`config.mk`:
```
export PLATFORM = sky130hd
export DESIGN_NAME = pm4_packet_stream_census_top_flat
export DESIGN_NICKNAME = d
export VERILOG_FILES = /design/src/rtl/pm4sc_pkg.sv /design/src/rtl/pm4sc_stream_if.sv /design/src/rtl/pm4sc_parse.sv /design/src/rtl/pm4sc_census.sv /design/src/rtl/pm4_packet_stream_census_top.sv /design/src/flat_wrapper.sv
export SDC_FILE = /design/constraint.sdc
export NUM_CORES = 1
export LEC_CHECK = 0
export BUFFER_PORTS_ARGS = -buffer_cell sky130_fd_sc_hd__buf_2
export CAP_MARGIN = 20
export CORE_MARGIN = 2
export CORE_UTILIZATION = 63
export DETAILED_ROUTE_END_ITERATION = 10
export GPL_ROUTABILITY_DRIVEN = 0
export GPL_TIMING_DRIVEN = 0
export HOLD_SLACK_MARGIN = 0.12
export PLACE_DENSITY = 0.8
export SLEW_MARGIN = 20
export SYNTH_ARGS = -nofsm -noshare
export SYNTH_HDL_FRONTEND = slang
export SYNTH_HIERARCHICAL = 1
export SYNTH_SLANG_ARGS = --single-unit
```
`constraint.sdc`:
```
create_clock -name clk -period 7.9 [get_ports clk]
set_input_delay 1.58 -clock clk [delete_from_list [all_inputs] [get_ports clk]]
set_output_delay 1.58 -clock clk [all_outputs]
set_load 0.02 [all_outputs]
```
`src/rtl/pm4sc_pkg.sv`:
```
// shared types, constants and opcode decode for the pm4 packet census
`timescale 1ns / 1ps

package pm4sc_pkg;

    localparam int NUM_COUNTERS = 15;
    localparam int PL_W         = 15;

    typedef logic [3:0] cnt_idx_t;
    typedef logic [3:0] op_class_t;
    typedef logic [1:0] ptype_t;

    localparam logic CMD_DWORD = 1'b0;
    localparam logic CMD_READ  = 1'b1;

    localparam ptype_t PTYPE_0 = 2'd0;
    localparam ptype_t PTYPE_1 = 2'd1;
    localparam ptype_t PTYPE_2 = 2'd2;
    localparam ptype_t PTYPE_3 = 2'd3;

    localparam cnt_idx_t IDX_CLASS_BASE = 4'd3;
    localparam cnt_idx_t IDX_WINDOWS    = 4'd12;
    localparam cnt_idx_t IDX_DWORDS     = 4'd13;
    localparam cnt_idx_t IDX_MIDPKT     = 4'd14;
    localparam cnt_idx_t IDX_NONE       = 4'd15;

    localparam op_class_t CLASS_NOP        = 4'd0;
    localparam op_class_t CLASS_DRAW_INDX  = 4'd1;
    localparam op_class_t CLASS_DRAW_INDX2 = 4'd2;
    localparam op_class_t CLASS_IM_LOAD    = 4'd3;
    localparam op_class_t CLASS_SET_CONST  = 4'd4;
    localparam op_class_t CLASS_LOAD_ALU   = 4'd5;
    localparam op_class_t CLASS_MEM_WRITE  = 4'd6;
    localparam op_class_t CLASS_EVENT      = 4'd7;
    localparam op_class_t CLASS_OTHER      = 4'd8;
    localparam op_class_t CLASS_NONE       = 4'd9;

    localparam logic [7:0] OP_NOP         = 8'h10;
    localparam logic [7:0] OP_DRAW_INDX   = 8'h22;
    localparam logic [7:0] OP_DRAW_INDX2  = 8'h36;
    localparam logic [7:0] OP_IM_LOAD     = 8'h27;
    localparam logic [7:0] OP_IM_LOAD_IMM = 8'h2b;
    localparam logic [7:0] OP_SET_CONST   = 8'h2d;
    localparam logic [7:0] OP_LOAD_ALU    = 8'h2f;
    localparam logic [7:0] OP_MEM_WRITE   = 8'h3d;
    localparam logic [7:0] OP_EVENT_WRITE = 8'h46;
    localparam logic [7:0] OP_EVENT_LO    = 8'h58;
    localparam logic [7:0] OP_EVENT_HI    = 8'h5b;

    // per-transaction census events, already qualified by the stage advancing
    typedef struct packed {
        logic      dword;
        logic      header;
        ptype_t    ptype;
        op_class_t cls;
        logic      window_end;
        logic      mid;
    } census_evt_t;

    function automatic op_class_t opcode_class(input logic [7:0] op);
        op_class_t c;
        case (op)
            OP_NOP:                       c = CLASS_NOP;
            OP_DRAW_INDX:                 c = CLASS_DRAW_INDX;
            OP_DRAW_INDX2:                c = CLASS_DRAW_INDX2;
            OP_IM_LOAD, OP_IM_LOAD_IMM:   c = CLASS_IM_LOAD;
            OP_SET_CONST:                 c = CLASS_SET_CONST;
            OP_LOAD_ALU:                  c = CLASS_LOAD_ALU;
            OP_MEM_WRITE:                 c = CLASS_MEM_WRITE;
            default:
            begin
                if (op inside {OP_EVENT_WRITE, [OP_EVENT_LO:OP_EVENT_HI]})
                    c = CLASS_EVENT;
                else
                    c = CLASS_OTHER;
            end
        endcase
        return c;
    endfunction

endpackage

```
`src/rtl/pm4sc_stream_if.sv`:
```
// valid/ready stream interfaces for command and result transactions
`timescale 1ns / 1ps

interface pm4sc_cmd_if;
    logic        valid;
    logic        ready;
    logic        cmd;
    logic [31:0] word;
    logic        last_in_window;
    logic [3:0]  counter_index;

    modport source (output valid, cmd, word, last_in_window, counter_index, input ready);
    modport sink   (input valid, cmd, word, last_in_window, counter_index, output ready);
endinterface

interface pm4sc_rsp_if;
    logic        valid;
    logic        ready;
    logic        is_header;
    logic [1:0]  packet_type;
    logic [3:0]  opcode_class;
    logic        mid_packet;
    logic [31:0] counter_value;

    modport source (output valid, is_header, packet_type, opcode_class, mid_packet,
                    counter_value, input ready);
    modport sink   (input valid, is_header, packet_type, opcode_class, mid_packet,
                    counter_value, output ready);
endinterface

```
`src/rtl/pm4sc_parse.sv`:
```
// packet boundary tracker: header decode and remaining payload count
`timescale 1ns / 1ps

module pm4sc_parse
    import pm4sc_pkg::*;
(
    input  logic        clk,
    input  logic        rst_n,
    input  logic        fire,
    input  logic        cmd,
    input  logic [31:0] word,
    input  logic        last_in_window,
    output census_evt_t evt
);

    logic [PL_W-1:0] payload_left_reg;
    logic [PL_W-1:0] payload_left_next;
    logic [PL_W-1:0] pl_after;
    logic [PL_W-1:0] pkt_len;
    logic            at_header;
    logic            is_dword;
    ptype_t          ptype;

    assign is_dword  = fire && (cmd == CMD_DWORD);
    assign at_header = (payload_left_reg == '0);
    assign ptype     = word[31:30];
    assign pkt_len   = {1'b0, word[29:16]} + PL_W'(1);

    always_comb
    begin
        pl_after = payload_left_reg - PL_W'(1);
        if (at_header)
        begin
            case (ptype)
                PTYPE_0, PTYPE_3: pl_after = pkt_len;
                PTYPE_1:          pl_after = PL_W'(2);
                default:          pl_after = '0;
            endcase
        end
    end

    always_comb
    begin
        payload_left_next = payload_left_reg;
        if (is_dword)
            payload_left_next = last_in_window ? '0 : pl_after;
    end

    always_ff @(posedge clk or negedge rst_n)
    begin
        if (!rst_n)
            payload_left_reg <= '0;
        else
            payload_left_reg <= payload_left_next;
    end

    always_comb
    begin
        evt.dword      = is_dword;
        evt.header     = is_dword && at_header;
        evt.ptype      = (is_dword && at_header) ? ptype : PTYPE_0;
        evt.cls        = (is_dword && at_header && ptype == PTYPE_3) ?
                         opcode_class(word[15:8]) : CLASS_NONE;
        evt.window_end = is_dword && last_in_window;
        evt.mid        = is_dword && last_in_window && (pl_after != '0);
    end

endmodule

```
`src/rtl/pm4sc_census.sv`:
```
// bank of fifteen wrapping census counters with one read port
`timescale 1ns / 1ps

module pm4sc_census
    import pm4sc_pkg::*;
#(
    parameter int COUNT_WIDTH = 32
)
(
    input  logic        clk,
    input  logic        rst_n,
    input  census_evt_t evt,
    input  cnt_idx_t    rd_idx,
    output logic [31:0] rd_value
);

    logic [COUNT_WIDTH-1:0] cnt_reg  [NUM_COUNTERS];
    logic [COUNT_WIDTH-1:0] cnt_next [NUM_COUNTERS];
    logic [NUM_COUNTERS-1:0] bump;
    logic [63:0]             rd_wide;

    always_comb
    begin
        bump = '0;
        if (evt.header)
        begin
            if (evt.ptype == PTYPE_3)
                bump[IDX_CLASS_BASE + evt.cls] = 1'b1;
            else
                bump[evt.ptype] = 1'b1;
        end
        bump[IDX_WINDOWS] = evt.window_end;
        bump[IDX_DWORDS]  = evt.dword;
        bump[IDX_MIDPKT]  = evt.mid;
    end

    always_comb
    begin
        for (int i = 0; i < NUM_COUNTERS; i++)
            cnt_next[i] = cnt_reg[i] + COUNT_WIDTH'(bump[i]);
    end

    always_ff @(posedge clk or negedge rst_n)
    begin
        if (!rst_n)
        begin
            for (int i = 0; i < NUM_COUNTERS; i++)
                cnt_reg[i] <= '0;
        end
        else
        begin
            for (int i = 0; i < NUM_COUNTERS; i++)
                cnt_reg[i] <= cnt_next[i];
        end
    end

    always_comb
    begin
        rd_wide = '0;
        if (rd_idx != IDX_NONE)
            rd_wide = 64'(cnt_reg[rd_idx]);
        rd_value = rd_wide[31:0];
    end

endmodule

```
`src/rtl/pm4_packet_stream_census_top.sv`:
```
// top level of the pm4 packet stream census
//
//  channel  dir  payload                                                  transfer
//  req      in   cmd, word, last_in_window, counter_index                 valid & ready
//  rsp      out  is_header, packet_type, opcode_class, mid_packet,        valid & ready
//                counter_value
//
// one transaction per cycle while rsp is not stalled; rsp valid once the req has passed both registers
// stages: input register, then parse and counter update into the result register
// a read sees every command dword accepted before it
// rsp stall backs up through both registers to req.ready
// rst_n clears the parser to expect a header and all counters to zero
`timescale 1ns / 1ps

module pm4_packet_stream_census_top
    import pm4sc_pkg::*;
#(
    parameter int COUNT_WIDTH = 32
)
(
    input  logic         clk,
    input  logic         rst_n,
    pm4sc_cmd_if.sink    req,
    pm4sc_rsp_if.source  rsp
);

    logic        s1_valid_reg;
    logic        s1_valid_next;
    logic        s1_cmd_reg;
    logic [31:0] s1_word_reg;
    logic        s1_last_reg;
    cnt_idx_t    s1_idx_reg;

    logic        out_valid_reg;
    logic        out_valid_next;
    logic        out_hdr_reg;
    ptype_t      out_ptype_reg;
    op_class_t   out_cls_reg;
    logic        out_mid_reg;
    logic [31:0] out_value_reg;

    logic        out_free;
    logic        fire;
    logic        req_take;
    census_evt_t evt;
    logic [31:0] rd_value;

    assign out_free  = !out_valid_reg || rsp.ready;
    assign fire      = s1_valid_reg && out_free;
    assign req.ready = !s1_valid_reg || out_free;
    assign req_take  = req.valid && req.ready;

    assign s1_valid_next  = req_take ? 1'b1 : (fire ? 1'b0 : s1_valid_reg);
    assign out_valid_next = fire ? 1'b1 : (rsp.ready ? 1'b0 : out_valid_reg);

    always_ff @(posedge clk or negedge rst_n)
    begin
        if (!rst_n)
        begin
            s1_valid_reg  <= 1'b0;
            out_valid_reg <= 1'b0;
        end
        else
        begin
            s1_valid_reg  <= s1_valid_next;
            out_valid_reg <= out_valid_next;
        end
    end

    always_ff @(posedge clk)
    begin
        if (req_take)
        begin
            s1_cmd_reg  <= req.cmd;
            s1_word_reg <= req.word;
            s1_last_reg <= req.last_in_window;
            s1_idx_reg  <= req.counter_index;
        end
    end

    pm4sc_parse u_parse (
        .clk            (clk),
        .rst_n          (rst_n),
        .fire           (fire),
        .cmd            (s1_cmd_reg),
        .word           (s1_word_reg),
        .last_in_window (s1_last_reg),
        .evt            (evt)
    );

    pm4sc_census #(
        .COUNT_WIDTH (COUNT_WIDTH)
    ) u_census (
        .clk      (clk),
        .rst_n    (rst_n),
        .evt      (evt),
        .rd_idx   (s1_idx_reg),
        .rd_value (rd_value)
    );

    always_ff @(posedge clk)
    begin
        if (fire)
        begin
            out_hdr_reg   <= evt.header;
            out_ptype_reg <= evt.ptype;
            out_cls_reg   <= evt.cls;
            out_mid_reg   <= evt.mid;
            out_value_reg <= (s1_cmd_reg == CMD_READ) ? rd_value : 32'd0;
        end
    end

    assign rsp.valid         = out_valid_reg;
    assign rsp.is_header     = out_hdr_reg;
    assign rsp.packet_type   = out_ptype_reg;
    assign rsp.opcode_class  = out_cls_reg;
    assign rsp.mid_packet    = out_mid_reg;
    assign rsp.counter_value = out_value_reg;

`ifndef SYNTHESIS
    // a read transaction never reports header or window status
    a_read_clean: assert property (@(posedge clk) disable iff (!rst_n)
        fire && s1_cmd_reg == CMD_READ |=>
            !rsp.is_header && !rsp.mid_packet && rsp.opcode_class == CLASS_NONE)
        else $error("read transaction carried parse status");

    // an opcode class only accompanies a type-3 header
    a_class_type3: assert property (@(posedge clk) disable iff (!rst_n)
        rsp.valid && rsp.opcode_class != CLASS_NONE |->
            rsp.is_header && rsp.packet_type == PTYPE_3)
        else $error("opcode class without type-3 header");

    // a mid-packet flag is never paired with a counter value
    a_mid_no_value: assert property (@(posedge clk) disable iff (!rst_n)
        rsp.valid && rsp.mid_packet |-> rsp.counter_value == 32'd0)
        else $error("mid-packet flag on a read result");

    // the input stage only blocks while it holds a stalled transaction
    a_ready_stall: assert property (@(posedge clk) disable iff (!rst_n)
        !req.ready |-> s1_valid_reg && out_valid_reg && !rsp.ready)
        else $error("input blocked without a stall");
`endif

endmodule
```
`src/flat_wrapper.sv`:
```
// flat-port wrapper written by rule: the top's interface ports become plain ports
module pm4_packet_stream_census_top_flat import pm4sc_pkg::*;
#(
    parameter int COUNT_WIDTH = 32
)
  (clk, rst_n, req_valid, req_cmd, req_word, req_last_in_window, req_counter_index, req_ready, rsp_valid, rsp_is_header, rsp_packet_type, rsp_opcode_class, rsp_mid_packet, rsp_counter_value, rsp_ready);
  pm4sc_cmd_if req_i ();
  pm4sc_rsp_if rsp_i ();
  input  logic clk;
  input  logic rst_n;
  input wire logic [$bits(req_i.valid)-1:0] req_valid;
  input wire logic [$bits(req_i.cmd)-1:0] req_cmd;
  input wire logic [$bits(req_i.word)-1:0] req_word;
  input wire logic [$bits(req_i.last_in_window)-1:0] req_last_in_window;
  input wire logic [$bits(req_i.counter_index)-1:0] req_counter_index;
  output wire logic [$bits(req_i.ready)-1:0] req_ready;
  output wire logic [$bits(rsp_i.valid)-1:0] rsp_valid;
  output wire logic [$bits(rsp_i.is_header)-1:0] rsp_is_header;
  output wire logic [$bits(rsp_i.packet_type)-1:0] rsp_packet_type;
  output wire logic [$bits(rsp_i.opcode_class)-1:0] rsp_opcode_class;
  output wire logic [$bits(rsp_i.mid_packet)-1:0] rsp_mid_packet;
  output wire logic [$bits(rsp_i.counter_value)-1:0] rsp_counter_value;
  input wire logic [$bits(rsp_i.ready)-1:0] rsp_ready;
  assign req_i.valid = req_valid;
  assign req_i.cmd = req_cmd;
  assign req_i.word = req_word;
  assign req_i.last_in_window = req_last_in_window;
  assign req_i.counter_index = req_counter_index;
  assign req_ready = req_i.ready;
  assign rsp_valid = rsp_i.valid;
  assign rsp_is_header = rsp_i.is_header;
  assign rsp_packet_type = rsp_i.packet_type;
  assign rsp_opcode_class = rsp_i.opcode_class;
  assign rsp_mid_packet = rsp_i.mid_packet;
  assign rsp_counter_value = rsp_i.counter_value;
  assign rsp_i.ready = rsp_ready;
  pm4_packet_stream_census_top #(.COUNT_WIDTH(COUNT_WIDTH)) u_core (.clk(clk), .rst_n(rst_n), .req(req_i), .rsp(rsp_i));
endmodule
```
Word level (Yosys, flattened, before mapping). Cells that the tools add are included.

Register bits: 575. Output and inout bits: 42. Logic and storage cells: 110.

Add/subtract/negate cells: 18. Magnitude comparators: 7. Equality and inequality tests: 13. Muxes and demuxes: 20. Bitwise logic cells: 2. Reduce and logical (&&, ||, !) cells: 23.

Operators with widths (number): $add 32x1->32 (15); $bmux 32 s4 (1); $mux 32 (2); $eq 8x6->1 const B (7); $mux 15 (2); $pmux 15 s2 (1); $pmux 4 s7 (1); $mux 12 (2); $add 14x1->15 const B (1); $logic_not 15->1 (1); $reduce_bool 15->1 (1); $sub 15x1->15 const B (1); $logic_and 1x1->1 (10); $eq 8x5->1 const B (1); $eq 8x7->1 const B (1); $ge 8x7->1 const B (1); $le 8x7->1 const B (1); $mux 4 (2); $mux 1 (6); $reduce_bool 2->1 (3); $ge 5x5->1 const B (1); $lt 2x5->1 const B (1); $lt 4x5->1 const B (1); $not 4->5 (1); 15 further kinds (19).

Logic depth before layout (Yosys ltp). Gate-level depths: netlist of run 1.

Word-level depth: 15. Gate-level depth with buffers: 19. Depth with buffers taken out: 18.

By module. The synthesis of run 1 kept the hierarchy.

Modules (own cells, without submodules): pm4sc_census (instances 1, cells each 2222, area an instance 24980.2 um2, sequential area each 12011.5 um2); pm4_packet_stream_census_top (instances 1, cells each 121, area an instance 2698.8 um2, sequential area each 2392.3 um2); pm4sc_parse (instances 1, cells each 214, area an instance 1664.1 um2, sequential area each 375.4 um2).

Worst setup path after synthesis of run 1. Ideal clock, no wire load.

Path kind: input -> register. Start: input rsp_ready. End: register u_core/u_census/cnt_reg[186] (netlist name). Library setup time: 0.123 ns. Arrival: 5.723 ns. Data required time: 7.777 ns. Path slack: 2.054 ns. Stages: 17. Cells stage by stage: nand2b_1 and2_1 nand2b_1 clkbuf_1 clkbuf_1 nor3_1 nand3_1 nor2_1 nand2_1 nor2_1 ha_1 ha_1 nand3_1 or4_1 buf_2 or3_4 xnor2_2.

RTL lines: start: declaration (RTL line flat_wrapper.sv:23) `input wire logic [$bits(rsp_i.ready)-1:0] rsp_ready;`; end signal: indexed assignment (RTL line pm4sc_census.sv:53) `cnt_reg[i] <= cnt_next[i];`; end: declaration (RTL line pm4sc_census.sv:17) `logic [COUNT_WIDTH-1:0] cnt_reg [NUM_COUNTERS];`.

==> impl_metrics.ini, run 1 <==
[setup_path]
worstPathCellList = buf_2, nand2b_1, and2_2, buf_12, nand2b_1, clkbuf_1, nor2_1, nand2_1, nor3_1, and4b_1, nand3_1, o21ai_0, and2_1, ha_1, ha_1, nand4_1, nor3_1, clkbuf_1, nand4_1, xnor2_1
critPathLaunchType = input port
crit_buf_inv = 4
crit_family = simple AND/OR/NAND/NOR gates
endpoint_kind = flop
worstPathRequired_ps = 8400
criticalPathCategory = in -> reg
max_stage_delay_ps = 610
critPathArrivalTime_ps = 6800
path_max_fanout = 26
cpMaxStageDelayCell = nor3_1

[logic_synthesis]
synthCells = 2549
synth_area_mm2 = 0.02910
syn_avg_cell_area_um2 = 11.42
yosysWarnings = 6
syn_nets = 2626

[final_layout]
final_cell_count_no_fill = 3338
num_antenna_cells = 0
largest_reg_flops = 480
areaGrowthSynthToFinish_pct = 11.68
final_util = 0.7147
final_net_count = 2767
drive_gt1_frac = 0.1318

[die]
initial_core_util = 0.6399
ios = 84
fp-row-count = 78
dieWidth_um = 218.9
die-area_mm2 = 0.04793
fp.dieH_um = 218.9
coreArea_mm2 = 0.04548

[grt]
overflow = 0
track_usage = 0.3087
grt_pass1_wl_um = 115600
grt_max_degree = 102
grt_antenna_before_repair = 0
first_global_vias = 21307

[timing]
slew_viol_final = 0
rsz0062_at_grt = false
tightest_slew_ps = 1119
finalSetupViolCount = 0
fin_crit_sh = 0.7972
max_freq_ghz = 0.1588
finalClockSkew_ps = 19.47
hold_viol_final = 0
min_period_ps = 6298
hold_slack_ps = 473.9
setup_tns_ps = 0
slew_headroom = 0.2474

[place]
io_buffers = 75
dp_cells = 3230
dp_hpwl_um = 52170

[worst_hold_path]
hold_class = reg -> reg

[clock_network]
clockBufferDepth = 3
numCtsBuffers = 58
path_clk_slew_ps = 60
insertion_delay_ps = 630
cts_root_buf = clkbuf_16
cts_hold_buf = 0
cts_tree = yes
cts_sinks = 567
post-cts-setup-buffers = 0
cts_resized = 0
htreeDepth = 2

[routing]
avgViaCountPerCell = 6.468
drt_wl_total_um = 72390
antenna_left = 0
drt_iter0_markers = 2134
wl_per_cell_um = 21.69
drc = 0
first_pass_iters = 7
vias = 21591

[status]
run_status = completed

[power]
leakagePower_nw = 14.19
pwr_density_cell_mw_per_mm2 = 211.5
p_total_mw = 6.873
vdd_drop_max_uv = 202.2

[flow_run]
cap_violations = 0
worst paths after layout:
kind | startpoint | to | slack (ps) | depth (start not counted)
worst max-delay path | rsp_ready | u_core/u_census/cnt_reg[476] | 1600 | 20
worst min-delay path | u_core/u_census/cnt_reg[223] | u_core/u_census/cnt_reg[223] | 470 | 1
worst max register to register | u_core/rsp.valid | u_core/u_census/cnt_reg[476] | 2240 | 19
worst min register to register | u_core/u_census/cnt_reg[223] | u_core/u_census/cnt_reg[223] | 470 | 1
max in group asynchronous | rst_n | u_core/u_census/cnt_reg[435] | 5380 | 4
min in group asynchronous | rst_n | u_core/u_census/cnt_reg[220] | 930 | 1
stage by stage:
step	cell area, um2	worst slack [ps]
final	32500	1602
after CTS	32480	1647
after global placement	30230	-4537
after floorplan	29100	2054
after global routing	32500	1277
after detailed placement	30400	1038
worst register-to-register path, stage by stage, from the launching register on:
cell      delay (ps)
dfrtp_1          420
nand2b_1         110
and2_2           520
buf_12           260
nand2b_1          90
clkbuf_1         220
nor2_1           440
nand2_1          170
nor3_1           610
and4b_1          300
nand3_1           80
o21ai_0          130
and2_1           160
ha_1             230
ha_1             250
nand4_1          140
nor3_1           450
clkbuf_1         550
nand4_1          210
xnor2_1          180
layer usage:
metal,global-route usage,share of wire,up-vias
li1,-,-,9612
met1,0.4387,0.42,10790
met2,0.4726,0.46,1000
met3,0.05475,0.077,189
met4,0.1304,0.042,0
met5,0,0,-
final cells by class:
cell class	count	area, um2
clock buffer	86	1718
timing repair buffer	81	543.0
inverter	39	146.4
buffer	100	424.2
multi-input combinational	1843	14010
sequential	567	14540
tap	600	750.7
clock inverter	22	366.6
fill	3155	12980
power by group:
part           internal, mW  switching (mW)
Combinational         0.292           0.453
Clock                  1.80            1.16
Sequential             3.06           0.108
Total                  5.15            1.72
cells in the final DEF, fill, tap and decap left out, drive strengths merged, types with 44 or more instances in the layout:
cell / instances
dfrtp: 497
xnor2: 328
nand3: 203
nand4: 166
clkbuf: 161
nand2: 149
xor2: 139
buf: 106
nor2: 93
edfxtp: 70
mux2i: 70
and3: 67
mux4: 65
nor3: 64
nor4: 64
and2: 59
a21oi: 44
(Power assumes the default switching activity.)
==> inputs of run 2 (changes only) <==
Settings changed: CORE_UTILIZATION 63 to 57, PLACE_DENSITY 0.8 to 0.77.
Clock period 7.9 ns to 5.4 ns, I/O delays scaled along.
==> impl_metrics.ini, run 2 (synthesized netlist as in run 1, its figures left out) <==
[status]
run_status = completed

[timing]
slew_headroom = 0.2541
setup_tns_ps = 0
tightest_slew_ps = 1110
finalClockSkew_ps = 22.81
min_period_ps = 5095
fin_crit_sh = 0.9436
max_freq_ghz = 0.1963
worst_slack_ps = 304.8
hold_viol_final = 0
finalSetupViolCount = 0
slew_viol_final = 0

[routing]
first_pass_iters = 6
wl_per_cell_um = 21.21
antenna_left = 0
avgViaCountPerCell = 6.261
drt_wl_total_um = 72420
vias = 21376
drc = 0
drt_iter0_markers = 2010

[clock_network]
cts_sinks = 567
cts_hold_buf = 0
insertion_delay_ps = 630
cts_root_buf = clkbuf_16
numCtsBuffers = 59
path_clk_slew_ps = 60
htreeDepth = 2
clockBufferDepth = 3
post-cts-setup-buffers = 0
cts_tree = yes

[setup_path]
criticalPathCategory = reg -> reg
worstPathRequired_ps = 5920
path_max_fanout = 10
rr_startpoint = u_core/u_parse/payload_left_reg[1]
endpoint_kind = flop
worstSetupStartpoint = u_core/u_parse/payload_left_reg[1]
max_stage_delay_ps = 540
cpMaxStageDelayCell = nor4_2
reg2reg_to = u_core/u_census/cnt_reg[479]
ff2ff_path_depth = 17
critPathLaunchType = flop
critPathArrivalTime_ps = 5610
rrSetupSlack_ps = 300
worstPathCellList = inv_1, ha_1, nor3b_4, nand4_1, nor2_2, nand2_1, nor3_2, and4b_1, nand3_1, o21ai_0, and2_1, ha_1, nand2_1, nor4_2, clkbuf_1, nand4_1, xnor2_1
critical_path.endpoint = u_core/u_census/cnt_reg[479]

[die]
ios = 84
initial_core_util = 0.5789
fp.dieH_um = 230.0
coreArea_mm2 = 0.05027
die-area_mm2 = 0.05288
fp-row-count = 82
dieWidth_um = 230.0

[final_layout]
fill_cells = 3836
largest_reg_flops = 480
num_antenna_cells = 0
layout_commonest_cell = dfrtp_1
drive_gt1_frac = 0.1364
final_cell_mix = dfrtp_1 (497), xnor2_1 (327), nand3_1 (202), nand4_1 (165), nand2_1 (149)
final_net_count = 2768
areaGrowthSynthToFinish_pct = 11.96
final_util = 0.6482
final_cell_count_no_fill = 3414
final_area_mm2 = 0.03259

[grt]
first_global_vias = 21294
overflow = 0
grt_pass1_wl_um = 116100
grt_antenna_before_repair = 0
grt_max_degree = 105
track_usage = 0.2780

[power]
leakagePower_nw = 14.22
vdd_drop_max_uv = 274.1
pwr_density_cell_mw_per_mm2 = 304.8

[flow_run]
cap_violations = 0

[place]
place_ws_ps = -615.1
dp_hpwl_um = 52700
dp_cells = 3302
placed_area_mm2 = 0.03049
io_buffers = 75

[worst_hold_path]
hold_class = reg -> reg
[run 2: metal layers]
layer,wire [um],global-route usage,vias to the layer above
met2,32910,0.4224,855
met4,3143,0.1238,0
met3,5272,0.04948,163
met5,0,0,-
li1,-,-,9626
met1,31100,0.3935,10732
[run 2: how the worst min path moves through the flow]
stage	from	end	slack [ps]	depth (start not counted)
after CTS	u_core/u_census/cnt_reg[223]	u_core/u_census/cnt_reg[223]	470	1
after global routing	u_core/u_census/cnt_reg[63]	u_core/u_census/cnt_reg[63]	490	1
after detailed placement	u_core/u_census/cnt_reg[223]	u_core/u_census/cnt_reg[223]	450	1
final	u_core/u_census/cnt_reg[223]	u_core/u_census/cnt_reg[223]	470	1
after global placement	u_core/u_census/cnt_reg[223]	u_core/u_census/cnt_reg[223]	450	1
after floorplan	u_core/u_census/cnt_reg[287]	u_core/u_census/cnt_reg[287]	440	1
[run 2: what timing repair did]
action | in CTS | in global routing
pin swaps | 0 | 1
gates resized for setup | 2 | 11
setup endpoints to repair | 15 | 76
[run 2: critical path: cells and delay by family (launching register included)]
family / cells / cell delay (ps)
flip-flops: 1 / 410
AND/OR/NAND/NOR: 11 / 3220
adder cells (fa/ha/maj): 2 / 450
AO/OA/AOI/OAI: 1 / 130
XOR/XNOR: 1 / 200
buffers and inverters: 2 / 580
[run 2: power breakdown]
group | total (mW) | internal [mW] | switching, mW | leakage [nW]
Sequential | 4.64 | 4.48 | 0.158 | 7.49
Clock | 4.20 | 2.44 | 1.77 | 0.980
Combinational | 1.09 | 0.428 | 0.666 | 5.75
[run 2: cell type report]
| type | count | area (um2) | area share |
|---|---|---|---|
| Sequential cell | 567 | 14540 | 0.4462 |
| Multi-Input combinational cell | 1843 | 14070 | 0.4319 |
| Clock buffer | 76 | 1633 | 0.05011 |
| Tap cell | 672 | 840.8 | 0.02580 |
| Timing Repair Buffer | 81 | 543.0 | 0.01666 |
| Buffer | 100 | 425.4 | 0.01306 |
| Clock inverter | 36 | 384.1 | 0.01179 |
| Inverter | 39 | 146.4 | 0.004493 |
[run 2: stage by stage]
step                hold slack (ps)  power [mW]
finish                        469.1       9.931
global route                  485.4       10.30
CTS                           470.2       9.977
detailed placement            454.3       5.778
global placement              453.4       5.723
floorplan                     436.5       5.419
==> inputs of run 3 (changes only) <==
Settings changed: BUFFER_PORTS_ARGS -buffer_cell sky130_fd_sc_hd__buf_2 to not set, CORE_UTILIZATION 57 to 58, DONT_BUFFER_PORTS set to 1, PLACE_DENSITY 0.77 to 0.76.
==> impl_metrics.ini, run 3 (synthesized netlist as in run 1, its figures left out) <==
[power]
pwr_density_cell_mw_per_mm2 = 303.6
p_total_mw = 9.705
leakagePower_nw = 13.82
vdd_drop_max_uv = 336.7

[status]
run_status = finished with violations
violations = max-slew violations

[final_layout]
final_util = 0.6412
areaGrowthSynthToFinish_pct = 9.854
final_cell_mix = dfrtp_1 (497), xnor2_1 (327), nand3_1 (202), nand4_1 (165), nand2_1 (149)
seqCellArea_mm2 = 0.01454
layout_commonest_cell = dfrtp_1
multi_input_area_mm2 = 0.01408
num_antenna_cells = 0
fill_cells = 3865
final_cell_count_no_fill = 3329
final_net_count = 2688
drive_gt1_frac = 0.1065
largest_reg_flops = 480

[die]
fp-row-count = 82
coreArea_mm2 = 0.04986
ios = 84
fp.dieH_um = 228.0
die-area_mm2 = 0.05199
dieWidth_um = 228.0
initial_core_util = 0.5837

[setup_path]
ff2ff_path_depth = 16
critPathLaunchType = flop
crit_family = simple AND/OR/NAND/NOR gates
worstPathCellList = inv_1, ha_1, nor3b_4, nand4_1, nor2_2, nand2_1, a31o_2, nor2_1, nand2b_1, nor2_1, ha_1, ha_1, nand3_1, nor4_1, nand4_1, xnor2_1
max_stage_delay_ps = 810
cpMostUsedCell = ha_1
critPathArrivalTime_ps = 5520
cp.depth = 16
cpMaxStageDelayCell = nor4_1
crit_buf_inv = 1
worstPathRequired_ps = 5910
path_max_fanout = 9
endpoint_kind = flop
criticalPathCategory = reg -> reg

[clock_network]
clockBufferDepth = 3
cts_tree = yes
cts_sinks = 567
cts_hold_buf = 0
post-cts-setup-buffers = 0
htreeDepth = 2
numCtsBuffers = 59
path_clk_slew_ps = 60
cts_root_buf = clkbuf_16
insertion_delay_ps = 620

[routing]
antenna_left = 0
first_pass_iters = 7
vias = 21068
drt_iter0_markers = 2062
avgViaCountPerCell = 6.329
wl_per_cell_um = 21.43
drc = 0
drt_wl_total_um = 71340

[timing]
tightest_slew_ps = 1622
rsz0062_at_grt = false
max_freq_ghz = 0.1995
slew_viol_final = 107
fin_crit_sh = 0.9285
hold_viol_final = 0
finalClockSkew_ps = 21.62
worst_slack_ps = 386.2
min_period_ps = 5014
finalSetupViolCount = 0
slew_headroom = -0.08159

[worst_hold_path]
hold_class = in -> async

[place]
dp_cells = 3221
dp_hpwl_um = 50710
io_buffers = 0
place_ws_ps = -704.9

[grt]
overflow = 0
grt_pass1_wl_um = 115000
grt_antenna_before_repair = 1
grt_max_degree = 498
track_usage = 0.2778
first_global_vias = 20843

[flow_run]
cap_violations = 0
## run 3: cell count changes in the layout (fill, tap and decap cells not counted), moves of 2 or more
cell and delta:
buf_16 -5, buf_2 -74, clkbuf_1 +5, clkbuf_8 +4, clkinv_2 -5, clkinv_4 -4, clkinvlp_4 -5, inv_6 +2
## run 3: metal layers
metal / vias up / GRT usage / part of all wire
met2: 813 / 0.4168 / 0.45
met4: 0 / 0.1156 / 0.043
met1: 10618 / 0.4018 / 0.44
li1: 9480 / - / -
met3: 157 / 0.05038 / 0.068
met5: - / 0 / 0
## run 3: metrics by stage
step	hold WS (ps)	TNS (ps)	instance area [um2]
floorplan	436.5	0	29100
global placement	452.6	-380070	29940
detailed placement	460.5	-49590	29950
global route	120.4	0	31970
CTS	143.1	0	31920
finish	155.3	0	31970
## run 3: layout make-up
type	instances	share of cell area
buffer	100	0.01331
sequential	567	0.4548
clock inverter	23	0.008140
multi-input combinational	1844	0.4403
tap	672	0.02630
clock buffer	84	0.05260
inverter	39	0.004579
## run 3: path summary, 6_finish.rpt
kind / start / endpoint / slack, ps
setup / recovery: u_core/u_parse/payload_left_reg[0] / u_core/u_census/cnt_reg[184] / 390
hold / removal: rst_n / u_core/u_census/cnt_reg[120] / 160
setup reg to reg: u_core/u_parse/payload_left_reg[0] / u_core/u_census/cnt_reg[184] / 390
hold reg to reg: u_core/u_census/cnt_reg[287] / u_core/u_census/cnt_reg[287] / 470
max in group asynchronous: rst_n / u_core/u_census/cnt_reg[399] / 3950
min in group clk: u_core/u_census/cnt_reg[287] / u_core/u_census/cnt_reg[287] / 470
## run 3: what timing repair did
action | in CTS | in global routing
resized for setup | 3 | 10
endpoints found under the setup margin | 35 | 91
cloned | 1 | 0
## run 3: where the power goes
| part | internal [mW] | leakage [nW] | total, mW | switching, mW |
|---|---|---|---|---|
| registers | 4.48 | 7.49 | 4.67 | 0.193 |
| clock network | 2.40 | 0.955 | 4.10 | 1.70 |
| logic | 0.391 | 5.38 | 0.935 | 0.544 |
| total | 7.27 | 13.8 | 9.70 | 2.43 |
